==> config.mk <==
export PLATFORM = sky130hd
export DESIGN_NAME = coap_message_parser_core
export DESIGN_NICKNAME = d
export VERILOG_FILES = /design/src/hw/rtl/coap_pkg.sv /design/src/hw/rtl/coap_step.sv /design/src/hw/rtl/coap_rsp_fifo.sv /design/src/hw/rtl/coap_message_parser_core.sv
export SDC_FILE = /design/constraint.sdc
export NUM_CORES = 1
export LEC_CHECK = 0
export ABC_AREA = 0
export BUFFER_PORTS_ARGS = -buffer_cell sky130_fd_sc_hd__buf_2
export CORE_MARGIN = 1.5
export CORE_UTILIZATION = 50
export DETAILED_ROUTE_END_ITERATION = 8
export GPL_TIMING_DRIVEN = 0
export PLACE_DENSITY_LB_ADDON = 0.05
export SYNTH_ARGS = -nofsm -noshare
export SYNTH_HDL_FRONTEND = slang
export SYNTH_SLANG_ARGS = --single-unit
==> constraint.sdc <==
create_clock -name clock -period 7.1 [get_ports clock]
set_input_delay 0.355 -clock clock [delete_from_list [all_inputs] [get_ports clock]]
set_output_delay 0.355 -clock clock [all_outputs]
set_load 0.01 [all_outputs]
==> src/hw/rtl/coap_pkg.sv <==
// Shared types and constants of the CoAP message parser.
package coap_pkg;

   // Parse phase of the byte stream.
   typedef enum logic [3:0] {
      PH_HEADER  = 4'd0,
      PH_TOKEN   = 4'd1,
      PH_OPTION  = 4'd2,
      PH_D13     = 4'd3,
      PH_D14A    = 4'd4,
      PH_D14B    = 4'd5,
      PH_L13     = 4'd6,
      PH_L14A    = 4'd7,
      PH_L14B    = 4'd8,
      PH_VALUE   = 4'd9,
      PH_PAYLOAD = 4'd10,
      PH_IGNORE  = 4'd11
   } phase_type;

   // Result word kind.
   typedef enum logic [2:0] {
      KIND_HEADER  = 3'd0,
      KIND_TOKEN   = 3'd1,
      KIND_OPTION  = 3'd2,
      KIND_VALUE   = 3'd3,
      KIND_PAYLOAD = 3'd4,
      KIND_FIN     = 3'd5
   } kind_type;

   localparam logic [7:0]  PAYLOAD_MARKER = 8'hFF;
   localparam logic [3:0]  NIBBLE_EXT8    = 4'd13;
   localparam logic [3:0]  NIBBLE_EXT16   = 4'd14;
   localparam logic [15:0] EXT8_BASE      = 16'd13;
   localparam logic [15:0] EXT16_BASE     = 16'd269;
   localparam logic [1:0]  HEADER_LAST    = 2'd3;

   // Result queue geometry.
   localparam int RSP_DEPTH = 4;
   localparam int RSP_PTR_W = 2;
   localparam int RSP_LVL_W = 3;

   // Parser state whose width does not follow a parameter.
   typedef struct packed {
      phase_type   phase;
      logic [1:0]  header_count;
      logic [23:0] header_hold;
      logic [3:0]  token_total;
      logic [3:0]  token_count;
      logic [15:0] option_sum;
      logic [3:0]  length_nibble;
      logic [7:0]  extension_hold;
      logic [15:0] value_remaining;
   } state_type;

   localparam state_type STATE_RESET = '{
      phase:           PH_HEADER,
      header_count:    2'd0,
      header_hold:     24'd0,
      token_total:     4'd0,
      token_count:     4'd0,
      option_sum:      16'd0,
      length_nibble:   4'd0,
      extension_hold:  8'd0,
      value_remaining: 16'd0
   };

   // One result word.
   typedef struct packed {
      kind_type    kind;
      logic [1:0]  version;
      logic [1:0]  msg_type;
      logic [3:0]  token_length;
      logic [7:0]  code;
      logic [15:0] message_id;
      logic [7:0]  data_value;
      logic [15:0] option_number;
      logic [15:0] value_length;
      logic [4:0]  item_index;
      logic        status;
      logic        last_result;
   } rsp_item_type;

   // Results caused by one input byte, packed to the front.
   typedef struct packed {
      logic [1:0]   count;
      rsp_item_type first_item;
      rsp_item_type second_item;
   } step_out_type;

endpackage

==> src/hw/rtl/coap_step.sv <==
// Per-byte next state and result words of the CoAP parser.
module coap_step #(
   parameter int MAX_TOKEN         = 8,
   parameter int MAX_OPTIONS       = 16,
   parameter int MAX_MESSAGE_BYTES = 2048,
   parameter int OPT_W             = $clog2(MAX_OPTIONS + 1),
   parameter int PAY_W             = $clog2(MAX_MESSAGE_BYTES)
) (
   input  coap_pkg::state_type    st,
   input  logic [OPT_W-1:0]       ocnt,
   input  logic [PAY_W-1:0]       pcnt,
   input  logic [7:0]             data_byte,
   input  logic                   last_byte,
   output coap_pkg::state_type    st_in,
   output logic [OPT_W-1:0]       ocnt_in,
   output logic [PAY_W-1:0]       pcnt_in,
   output coap_pkg::step_out_type step_out
);
   import coap_pkg::*;

   logic [3:0]       delta;
   logic             opt_room;
   logic             skip;
   logic             delta_done;
   logic             len_done;
   logic             fin;
   logic [3:0]       nib;
   logic [15:0]      fin_len;
   logic [15:0]      sum_add;
   logic [15:0]      sum_next;
   logic [15:0]      vr_dec;
   phase_type        phase_mid;
   logic [OPT_W-1:0] ocnt_mid;
   logic [PAY_W-1:0] pcnt_mid;
   logic             err;
   rsp_item_type     r0;
   rsp_item_type     r1;
   logic             r0_valid;

   assign delta    = data_byte[7:4];
   assign opt_room = (ocnt < OPT_W'(MAX_OPTIONS));

   // Decode what this byte completes.
   always_comb begin
      skip = last_byte &&
             ((st.phase inside {PH_D13, PH_D14A, PH_D14B, PH_L13, PH_L14A, PH_L14B}) ||
              (st.phase == PH_OPTION && data_byte != PAYLOAD_MARKER && opt_room));
      delta_done = !skip &&
                   ((st.phase == PH_OPTION && data_byte != PAYLOAD_MARKER && opt_room &&
                     delta != NIBBLE_EXT8 && delta != NIBBLE_EXT16) ||
                    st.phase == PH_D13 || st.phase == PH_D14B);
      len_done = !skip && (st.phase == PH_L13 || st.phase == PH_L14B);
      nib      = (st.phase == PH_OPTION) ? data_byte[3:0] : st.length_nibble;
      fin      = (delta_done && nib != NIBBLE_EXT8 && nib != NIBBLE_EXT16) || len_done;
      case (st.phase)
         PH_L13:  fin_len = EXT8_BASE + {8'd0, data_byte};
         PH_L14B: fin_len = {st.extension_hold, data_byte} + EXT16_BASE;
         default: fin_len = {12'd0, nib};
      endcase
      case (st.phase)
         PH_D13:  sum_add = EXT8_BASE + {8'd0, data_byte};
         PH_D14B: sum_add = EXT16_BASE + {st.extension_hold, data_byte};
         default: sum_add = {12'd0, delta};
      endcase
      sum_next = delta_done ? (st.option_sum + sum_add) : st.option_sum;
      vr_dec   = (st.value_remaining != 16'd0) ? (st.value_remaining - 16'd1)
                                               : st.value_remaining;
   end

   // Next state.
   always_comb begin
      st_in    = st;
      ocnt_mid = ocnt;
      pcnt_mid = pcnt;
      if (!skip) begin
         unique case (st.phase)
            PH_HEADER: begin
               if (st.header_count != HEADER_LAST) begin
                  st_in.header_hold  = {st.header_hold[15:0], data_byte};
                  st_in.header_count = st.header_count + 2'd1;
               end else begin
                  st_in.token_total  = st.header_hold[19:16];
                  st_in.token_count  = 4'd0;
                  st_in.header_count = 2'd0;
                  st_in.phase = (st.header_hold[19:16] != 4'd0) ? PH_TOKEN : PH_OPTION;
               end
            end
            PH_TOKEN: begin
               st_in.token_count = st.token_count + 4'd1;
               if ((st.token_count + 4'd1) >= st.token_total) st_in.phase = PH_OPTION;
            end
            PH_OPTION: begin
               if (data_byte == PAYLOAD_MARKER) begin
                  st_in.phase = PH_PAYLOAD;
               end else if (!opt_room) begin
                  st_in.phase = PH_IGNORE;
               end else begin
                  st_in.length_nibble = data_byte[3:0];
                  if (delta == NIBBLE_EXT8) st_in.phase = PH_D13;
                  else if (delta == NIBBLE_EXT16) st_in.phase = PH_D14A;
               end
            end
            PH_D14A: begin
               st_in.extension_hold = data_byte;
               st_in.phase          = PH_D14B;
            end
            PH_L14A: begin
               st_in.extension_hold = data_byte;
               st_in.phase          = PH_L14B;
            end
            PH_VALUE: begin
               st_in.value_remaining = vr_dec;
               if (vr_dec == 16'd0) st_in.phase = PH_OPTION;
            end
            PH_PAYLOAD: begin
               if (pcnt != PAY_W'(MAX_MESSAGE_BYTES - 1)) pcnt_mid = pcnt + 1'b1;
            end
            default: begin
            end
         endcase
         st_in.option_sum = sum_next;
         if (delta_done) begin
            if (nib == NIBBLE_EXT8) st_in.phase = PH_L13;
            else if (nib == NIBBLE_EXT16) st_in.phase = PH_L14A;
         end
         if (fin) begin
            ocnt_mid = ocnt + 1'b1;
            if (fin_len == 16'd0) begin
               st_in.phase = PH_OPTION;
            end else begin
               st_in.value_remaining = fin_len;
               st_in.phase           = PH_VALUE;
            end
         end
      end
      phase_mid = st_in.phase;
      ocnt_in   = ocnt_mid;
      pcnt_in   = pcnt_mid;
      if (last_byte) begin
         st_in   = STATE_RESET;
         ocnt_in = '0;
         pcnt_in = '0;
      end
   end

   // Result words.
   always_comb begin
      r0       = '0;
      r1       = '0;
      r0_valid = 1'b0;
      if (!skip) begin
         unique case (st.phase)
            PH_HEADER: begin
               if (st.header_count == HEADER_LAST) begin
                  r0_valid        = 1'b1;
                  r0.kind         = KIND_HEADER;
                  r0.version      = st.header_hold[23:22];
                  r0.msg_type     = st.header_hold[21:20];
                  r0.token_length = st.header_hold[19:16];
                  r0.code         = st.header_hold[15:8];
                  r0.message_id   = {st.header_hold[7:0], data_byte};
               end
            end
            PH_TOKEN: begin
               if (st.token_count < 4'(MAX_TOKEN)) begin
                  r0_valid      = 1'b1;
                  r0.kind       = KIND_TOKEN;
                  r0.data_value = data_byte;
                  r0.item_index = 5'(st.token_count);
               end
            end
            PH_VALUE: begin
               r0_valid         = 1'b1;
               r0.kind          = KIND_VALUE;
               r0.data_value    = data_byte;
               r0.option_number = st.option_sum;
               r0.item_index    = 5'(ocnt - 1'b1);
            end
            PH_PAYLOAD: begin
               r0_valid      = 1'b1;
               r0.kind       = KIND_PAYLOAD;
               r0.data_value = data_byte;
            end
            default: begin
            end
         endcase
         if (fin) begin
            r0_valid         = 1'b1;
            r0.kind          = KIND_OPTION;
            r0.option_number = sum_next;
            r0.value_length  = fin_len;
            r0.item_index    = 5'(ocnt);
         end
      end
      r0.last_result = !last_byte;

      err = last_byte && (skip || phase_mid inside {PH_HEADER, PH_TOKEN, PH_VALUE});
      r1.kind         = KIND_FIN;
      r1.value_length = 16'(pcnt_mid);
      r1.item_index   = 5'(ocnt_mid);
      r1.status       = err;
      r1.last_result  = 1'b1;

      step_out.count       = {1'b0, r0_valid} + {1'b0, last_byte};
      step_out.first_item  = r0_valid ? r0 : r1;
      step_out.second_item = r1;
   end

endmodule

==> src/hw/rtl/coap_rsp_fifo.sv <==
// Result queue that takes up to two words a cycle and delivers one.
module coap_rsp_fifo (
   input  logic                              clock,
   input  logic                              reset,
   input  logic [1:0]                        push_count,
   input  coap_pkg::rsp_item_type            push_a,
   input  coap_pkg::rsp_item_type            push_b,
   input  logic                              pop,
   output coap_pkg::rsp_item_type            head,
   output logic [coap_pkg::RSP_LVL_W-1:0]    level
);
   import coap_pkg::*;

   rsp_item_type         mem [RSP_DEPTH];
   logic [RSP_PTR_W-1:0] wr_ptr_ff;
   logic [RSP_PTR_W-1:0] wr_ptr_in;
   logic [RSP_PTR_W-1:0] rd_ptr_ff;
   logic [RSP_PTR_W-1:0] rd_ptr_in;
   logic [RSP_LVL_W-1:0] level_ff;
   logic [RSP_LVL_W-1:0] level_in;
   logic [RSP_PTR_W-1:0] wr_next_addr;

   assign wr_next_addr = wr_ptr_ff + 1'b1;
   assign wr_ptr_in    = wr_ptr_ff + RSP_PTR_W'(push_count);
   assign rd_ptr_in    = rd_ptr_ff + RSP_PTR_W'(pop);
   assign level_in     = level_ff + RSP_LVL_W'(push_count) - RSP_LVL_W'(pop);
   assign level        = level_ff;
   assign head         = mem[rd_ptr_ff];

   always_ff @(posedge clock) begin
      if (reset) begin
         wr_ptr_ff <= '0;
         rd_ptr_ff <= '0;
         level_ff  <= '0;
      end else begin
         wr_ptr_ff <= wr_ptr_in;
         rd_ptr_ff <= rd_ptr_in;
         level_ff  <= level_in;
      end
   end

   always_ff @(posedge clock) begin
      if (push_count != 2'd0) mem[wr_ptr_ff] <= push_a;
      if (push_count == 2'd2) mem[wr_next_addr] <= push_b;
   end

endmodule

==> src/hw/rtl/coap_message_parser_core.sv <==
// Top level of the streaming CoAP message parser.
//
//  channel | dir | word                         | accepted when
//  --------+-----+------------------------------+---------------------------
//  req_    | in  | one message byte, tlast=end  | req_tvalid && req_tready
//  rsp_    | out | one parse result, tuser=kind | rsp_tvalid && rsp_tready
//
// Each accepted byte updates the parser state in the same cycle and pushes
// zero, one or two result words into a four-word queue; the first word is
// visible on rsp_ in the cycle after its byte is taken into an empty queue.
// One byte per cycle is sustained while results drain at one word per cycle;
// a byte that also ends the message adds an end word, and req_tready drops
// only when the queue lacks room for two. Synchronous reset returns the
// parser to the header phase and empties the queue.
module coap_message_parser_core #(
   parameter int MAX_TOKEN         = 8,
   parameter int MAX_OPTIONS       = 16,
   parameter int MAX_MESSAGE_BYTES = 2048
) (
   input  logic        clock,
   input  logic        reset,
   input  logic        req_tvalid,
   output logic        req_tready,
   input  logic [7:0]  req_tdata,   // [7:0] data_byte
   input  logic        req_tlast,   // last_byte
   output logic        rsp_tvalid,
   input  logic        rsp_tready,
   // [1:0] version, [3:2] msg_type, [7:4] token_length, [15:8] code,
   // [31:16] message_id, [39:32] data_value, [55:40] option_number,
   // [71:56] value_length, [76:72] item_index, [77] status, [79:78] zero
   output logic [79:0] rsp_tdata,
   output logic [2:0]  rsp_tuser,   // [2:0] kind
   output logic        rsp_tlast    // last_result
);
   import coap_pkg::*;

   localparam int OPT_W = $clog2(MAX_OPTIONS + 1);
   localparam int PAY_W = $clog2(MAX_MESSAGE_BYTES);

   state_type            st_ff;
   state_type            st_in;
   logic [OPT_W-1:0]     ocnt_ff;
   logic [OPT_W-1:0]     ocnt_in;
   logic [PAY_W-1:0]     pcnt_ff;
   logic [PAY_W-1:0]     pcnt_in;
   step_out_type         step_out;
   logic                 req_accept;
   logic                 rsp_accept;
   logic [1:0]           push_count;
   rsp_item_type         head;
   logic [RSP_LVL_W-1:0] level;

   // Take a byte only while the queue can absorb a two-word result.
   assign req_tready = (level <= RSP_LVL_W'(RSP_DEPTH - 2));
   assign req_accept = req_tvalid && req_tready;
   assign push_count = req_accept ? step_out.count : 2'd0;

   coap_step #(
      .MAX_TOKEN         (MAX_TOKEN),
      .MAX_OPTIONS       (MAX_OPTIONS),
      .MAX_MESSAGE_BYTES (MAX_MESSAGE_BYTES),
      .OPT_W             (OPT_W),
      .PAY_W             (PAY_W)
   ) u_step (
      .st        (st_ff),
      .ocnt      (ocnt_ff),
      .pcnt      (pcnt_ff),
      .data_byte (req_tdata),
      .last_byte (req_tlast),
      .st_in     (st_in),
      .ocnt_in   (ocnt_in),
      .pcnt_in   (pcnt_in),
      .step_out  (step_out)
   );

   // Hold the parser state between bytes; advance only on an accepted byte.
   always_ff @(posedge clock) begin
      if (reset) begin
         st_ff   <= STATE_RESET;
         ocnt_ff <= '0;
         pcnt_ff <= '0;
      end else if (req_accept) begin
         st_ff   <= st_in;
         ocnt_ff <= ocnt_in;
         pcnt_ff <= pcnt_in;
      end
   end

   coap_rsp_fifo u_fifo (
      .clock      (clock),
      .reset      (reset),
      .push_count (push_count),
      .push_a     (step_out.first_item),
      .push_b     (step_out.second_item),
      .pop        (rsp_accept),
      .head       (head),
      .level      (level)
   );

   // Present the queue head on the result channel.
   assign rsp_tvalid = (level != '0);
   assign rsp_accept = rsp_tvalid && rsp_tready;
   assign rsp_tuser  = head.kind;
   assign rsp_tlast  = head.last_result;
   assign rsp_tdata  = {2'b00, head.status, head.item_index, head.value_length,
                        head.option_number, head.data_value, head.message_id,
                        head.code, head.token_length, head.msg_type, head.version};

   // The queue never holds more words than it has entries.
   a_level_bound: assert property (@(posedge clock) disable iff (reset)
      level <= RSP_LVL_W'(RSP_DEPTH))
      else $error("result queue overflow");

   // A final byte leaves the parser in its reset state.
   a_end_resets: assert property (@(posedge clock) disable iff (reset)
      (req_accept && req_tlast) |=>
         (st_ff.phase == PH_HEADER && ocnt_ff == '0 && pcnt_ff == '0))
      else $error("parser state not cleared after message end");

   // An end word always closes the results of its byte.
   a_fin_last: assert property (@(posedge clock) disable iff (reset)
      (rsp_tvalid && rsp_tuser == KIND_FIN) |-> rsp_tlast)
      else $error("end word without last mark");

   // Counters stay within their saturation limits.
   a_count_bound: assert property (@(posedge clock) disable iff (reset)
      (ocnt_ff <= OPT_W'(MAX_OPTIONS)) &&
      (pcnt_ff <= PAY_W'(MAX_MESSAGE_BYTES - 1)))
      else $error("option or payload count out of range");

endmodule

==> impl_results.html <==
<table>
<tr><th>Metric</th><th>Value</th></tr>
<tr><th colspan="2">Detailed routing</th></tr>
<tr><td>Remaining antenna violation count after routing</td><td>0</td></tr>
<tr><td># DRC</td><td>0</td></tr>
<tr><td>Initial DRT Pass Iterations</td><td>6</td></tr>
<tr><td>Vias per Instance</td><td>6.16</td></tr>
<tr><td>Routed WL per cell</td><td>23.4 um</td></tr>
<tr><td>First DRT Iteration DRCs</td><td>1822</td></tr>
<tr><td>Routed wire length</td><td>67600 um</td></tr>
<tr><td>Total number of vias</td><td>17.8k</td></tr>
<tr><th colspan="2">Setup path</th></tr>
<tr><td>Slack of the worst reg-to-reg path</td><td>0.42 ns</td></tr>
<tr><td>Path depth of the worst reg2reg path</td><td>15</td></tr>
<tr><td>Maximum fanout encountered on the critical timing path</td><td>22</td></tr>
<tr><td>Critical Path RT</td><td>7.47 ns</td></tr>
<tr><td>Crit start category</td><td>register</td></tr>
<tr><td>Critical path class</td><td>reg -&gt; reg</td></tr>
<tr><td>Beginning of the worst register-to-register path</td><td>st_ff[81]$_SDFFE_PP0P_</td></tr>
<tr><td>End of the worst register-to-register path</td><td>u_fifo.mem[0][1]$_DFFE_PP_</td></tr>
<tr><td>Arrival time worst endpoint</td><td>7.05 ns</td></tr>
<tr><td>Kind of end point of the critical path</td><td>register</td></tr>
<tr><th colspan="2">Min path</th></tr>
<tr><td>Endpoint with the worst hold slack</td><td>u_fifo.rd_ptr_ff[0]$_SDFF_PP0_</td></tr>
<tr><td>Cell count of the worst hold path</td><td>4</td></tr>
<tr><td>Hold Crit Start</td><td>rsp_tready</td></tr>
<tr><td>Worst min-delay path category</td><td>in -&gt; reg</td></tr>
<tr><th colspan="2">Synth</th></tr>
<tr><td>Mux contribution to synthesized area</td><td>9.47%</td></tr>
<tr><td>Share of Yosys cell area claimed by the top area cell type</td><td>36.3%</td></tr>
<tr><td>Syn avg cell area</td><td>9.24 um^2</td></tr>
<tr><td>Fraction of the mapped netlist area in adder cells</td><td>2.18%</td></tr>
<tr><td>Leading post-synthesis cells by instance count</td><td>365 x dfxtp_1, 365 x nand2_1, 311 x o21ai_0</td></tr>
<tr><td>Post-synthesis async set-or-reset flop share</td><td>0%</td></tr>
<tr><td>Synth Register Bits</td><td>433</td></tr>
<tr><td>Register area share after synthesis</td><td>46.4%</td></tr>
<tr><td>Most frequently used flop master after synthesis</td><td>dfxtp_1</td></tr>
<tr><td>Number of enable-type register cells in the synthesized netlist</td><td>68</td></tr>
<tr><td>Biggest area contributors in the synthesized netlist</td><td>dfxtp_1 36%, edfxtp_1 10%, mux4_2 9.2%</td></tr>
<tr><td>Warnings, synthesis</td><td>0</td></tr>
<tr><td>Share of the synthesized area in compound gates (AO/OA/AOI/OAI)</td><td>18.9%</td></tr>
<tr><td>Yosys top cell by area</td><td>dfxtp_1</td></tr>
<tr><td>Synthesized-area fraction occupied by xor and xnor cells</td><td>2.77%</td></tr>
<tr><td>Simple logic cell fraction of the synthesized area</td><td>16.4%</td></tr>
<tr><td>Number of unique standard cell types used by synthesis</td><td>91</td></tr>
<tr><td>Main combinational cell family by area after synthesis</td><td>compound AO/OA/AOI/OAI gates</td></tr>
<tr><td>Mapped Cells</td><td>2182</td></tr>
<tr><td>Area of the mapped netlist</td><td>0.0202 mm^2</td></tr>
<tr><th colspan="2">Clocking</th></tr>
<tr><td>CTS root buf</td><td>clkbuf_16</td></tr>
<tr><td>Number of gates resized after CTS</td><td>0</td></tr>
<tr><td>H-tree depth</td><td>2</td></tr>
<tr><td>Maximum buffer depth of the clock tree</td><td>3</td></tr>
<tr><td>Worst-Skew Late Latency</td><td>0.59 ns</td></tr>
<tr><td>Clock buffers created by TritonCTS</td><td>46</td></tr>
<tr><td>Hold_buf cts</td><td>0</td></tr>
<tr><td>Clock-pin slew on the worst setup and hold paths</td><td>0.06 ns</td></tr>
<tr><td>TritonCTS clock tree</td><td>yes</td></tr>
<tr><td>Post-CTS repair timing setup buffer count</td><td>0</td></tr>
<tr><td>Sinks on Clock Net</td><td>433</td></tr>
<tr><th colspan="2">Place</th></tr>
<tr><td>Number of buffer cells added on primary ports</td><td>94</td></tr>
<tr><td>Cell count after placement</td><td>2802</td></tr>
<tr><td>Pre-CTS worst setup slack</td><td>0.674 ns</td></tr>
<tr><td>Final HPWL from detailed placement</td><td>48100 um</td></tr>
<tr><td>Post-Place Cell Area</td><td>0.0213 mm^2</td></tr>
<tr><td>GP Congestion</td><td>0.984</td></tr>
<tr><th colspan="2">Floorplanning</th></tr>
<tr><td>Boundary pin count</td><td>99</td></tr>
<tr><td>Row Count</td><td>73</td></tr>
<tr><td>Initial Util</td><td>50.7%</td></tr>
<tr><td>Standard cell core area</td><td>0.0397 mm^2</td></tr>
<tr><td>Die span in x</td><td>204 um</td></tr>
<tr><td>Height of the die</td><td>204 um</td></tr>
<tr><td>Area of the die</td><td>0.0415 mm^2</td></tr>
<tr><th colspan="2">STA</th></tr>
<tr><td>Worst Max-Slew Pin Slew</td><td>1.21 ns</td></tr>
<tr><td>Timing-limited maximum frequency</td><td>150 MHz</td></tr>
<tr><td>Tmin final</td><td>6.68 ns</td></tr>
<tr><td>Number of hold violations in the final report</td><td>0</td></tr>
<tr><td>Setup violations, final</td><td>0</td></tr>
<tr><td>Setup_tns</td><td>0 ns</td></tr>
<tr><td>Worst Setup Slack, final</td><td>0.417 ns</td></tr>
<tr><td>Final period util</td><td>94.1%</td></tr>
<tr><td>Max-slew violation total from the final report</td><td>0</td></tr>
<tr><td>Minimum hold slack</td><td>0.243 ns</td></tr>
<tr><td>Worst rel slew slack</td><td>19.2%</td></tr>
<tr><td>Unrepaired setup endpoints after global routing</td><td>no</td></tr>
<tr><td>Post-Route Skew</td><td>0.0175 ns</td></tr>
<tr><th colspan="2">Power and ir drop</th></tr>
<tr><td>PD cells</td><td>260 mW/mm^2</td></tr>
<tr><td>Standby leakage power</td><td>7.96 nW</td></tr>
<tr><td>Cell internal power dissipation</td><td>4.36 mW</td></tr>
<tr><td>Sequential group share of total power</td><td>43.2%</td></tr>
<tr><td>Switching Fraction</td><td>26.7%</td></tr>
<tr><td>Overall power</td><td>5.94 mW</td></tr>
<tr><td>Fraction of power consumed by the clock network</td><td>43.0%</td></tr>
<tr><td>Net switching component of the power</td><td>1.58 mW</td></tr>
<tr><td>IR drop worst, VDD</td><td>171 uV</td></tr>
<tr><td>Combinational share of power</td><td>13.8%</td></tr>
<tr><th colspan="2">Global route</th></tr>
<tr><td>Vias in the first global route</td><td>16.8k</td></tr>
<tr><td>Overall Global Routing Usage</td><td>32.3%</td></tr>
<tr><td>Pin count of the biggest net entering global routing</td><td>23</td></tr>
<tr><td>GR Overflow Total</td><td>0</td></tr>
<tr><td>Global-route wire length before repair</td><td>102000 um</td></tr>
<tr><td>Number of antenna violations at the first check in global routing</td><td>6</td></tr>
<tr><th colspan="2">Finish</th></tr>
<tr><td>Number of nets at the end of the flow</td><td>2372</td></tr>
<tr><td>Layout fillers</td><td>3691</td></tr>
<tr><td>Area Overhead vs Synth</td><td>13.5%</td></tr>
<tr><td>Non-filler cells, final</td><td>2887</td></tr>
<tr><td>Area of all placed cells without fillers</td><td>0.0229 mm^2</td></tr>
<tr><td>Layout cell share with drive strength beyond 1</td><td>12.5%</td></tr>
<tr><td>Final design utilization</td><td>57.6%</td></tr>
<tr><th colspan="2">Run status</th></tr>
<tr><td>Result of the run</td><td>complete, no violations</td></tr>
<tr><th colspan="2">Run</th></tr>
<tr><td>Max-cap violation count</td><td>0</td></tr>
</table>
## logic make-up after synthesis
| logic type | count (synthesis) |
|---|---|
| compound gates | 625 |
| xor+xnor | 63 |
| fa+ha+maj | 34 |
| buf+inv | 195 |
| flops | 433 |
| mux | 88 |
| other cells | 1 |
| simple gates | 743 |
## worst max-delay path: stages (launching register included)
cell and delay (ns):
dfxtp_1 0.46, buf_4 0.22, clkbuf_1 0.49, nor2_1 0.18, and3_1 0.22, clkbuf_1 0.37, o31ai_4 0.60, inv_1 0.21
buf_2 0.27, ha_1 0.40, o21ai_1 0.18, nor3_2 0.66, nor2_1 0.32, inv_1 0.86, o21ai_1 0.58, o41ai_1 0.44
## routing by layer
metal,track usage (%),vias up,share of wire (%)
met3,6.02,134,8.0
met5,0,-,0.019
li1,-,8172,-
met1,44.6,8737,43
met2,50.0,738,45
met4,13.1,2,3.4
## state kept, by name, summed over array words and instances (netlist names)
register,cells
st_ff,82
u_fifo.mem,328
ocnt_ff,5
pcnt_ff,11
u_fifo.level,3
u_fifo.rd_ptr_ff,2
u_fifo.wr_ptr_ff,2
## layout by cell type, fill, tap and decap left out, types with 9 or more instances in the layout
cell / n
nand2_1: 365
dfxtp_1: 365
o21ai_0: 310
nor2_1: 183
clkbuf_1: 135
buf_2: 106
mux4_2: 82
a21oi_1: 80
edfxtp_1: 68
a22oi_1: 59
o22ai_1: 52
clkbuf_16: 47
nand3_1: 39
nor3_1: 36
xnor2_1: 33
ha_1: 32
inv_1: 31
xor2_1: 29
buf_1: 18
or3_1: 17
a22o_1: 17
nand4_1: 13
nand2b_1: 13
and2_1: 10
nor3b_1: 10
nor2b_1: 9
o31ai_1: 9
nor4_1: 9
## worst max path at each step
stage / start / endpoint / slack [ns]
6_report: st_ff[81]$_SDFFE_PP0P_ / u_fifo.mem[0][1]$_DFFE_PP_ / 0.42
5_1_grt: st_ff[79]$_SDFFE_PP0P_ / u_fifo.mem[3][1]$_DFFE_PP_ / 0.20
4_1_cts: st_ff[81]$_SDFFE_PP0P_ / u_fifo.mem[0][1]$_DFFE_PP_ / 0.65
3_5_place_dp: req_tdata[0] / u_fifo.mem[0][1]$_DFFE_PP_ / 0.67
3_3_place_gp: st_ff[81]$_SDFFE_PP0P_ / u_fifo.mem[0][1]$_DFFE_PP_ / 0.62
2_1_floorplan: st_ff[80]$_SDFFE_PP0P_ / u_fifo.mem[2][1]$_DFFE_PP_ / 2.99
## final cells by class
class	count	area (um^2)	share of cell area, %
diodes	3	7.51	0.0328
plain buffers	164	664	2.90
clock buffers	62	1300	5.69
clock inverters	20	288	1.26
inverters	31	116	0.508
multi-input cells	1555	10000	43.8
flip-flops and latches	433	9350	40.9
well taps	525	657	2.87
repair buffers	94	470	2.06
## power by group through the flow
stage	logic [mW]	clock network, mW	registers, mW
after floorplan	0.515	0	2.61
after global placement	0.806	0	2.62
after detailed placement	0.809	0	2.62
after CTS	0.816	2.58	2.57
after global routing	0.865	2.68	2.57
final	0.819	2.56	2.57
No activity file was read; power rests on OpenSTA's default activity.
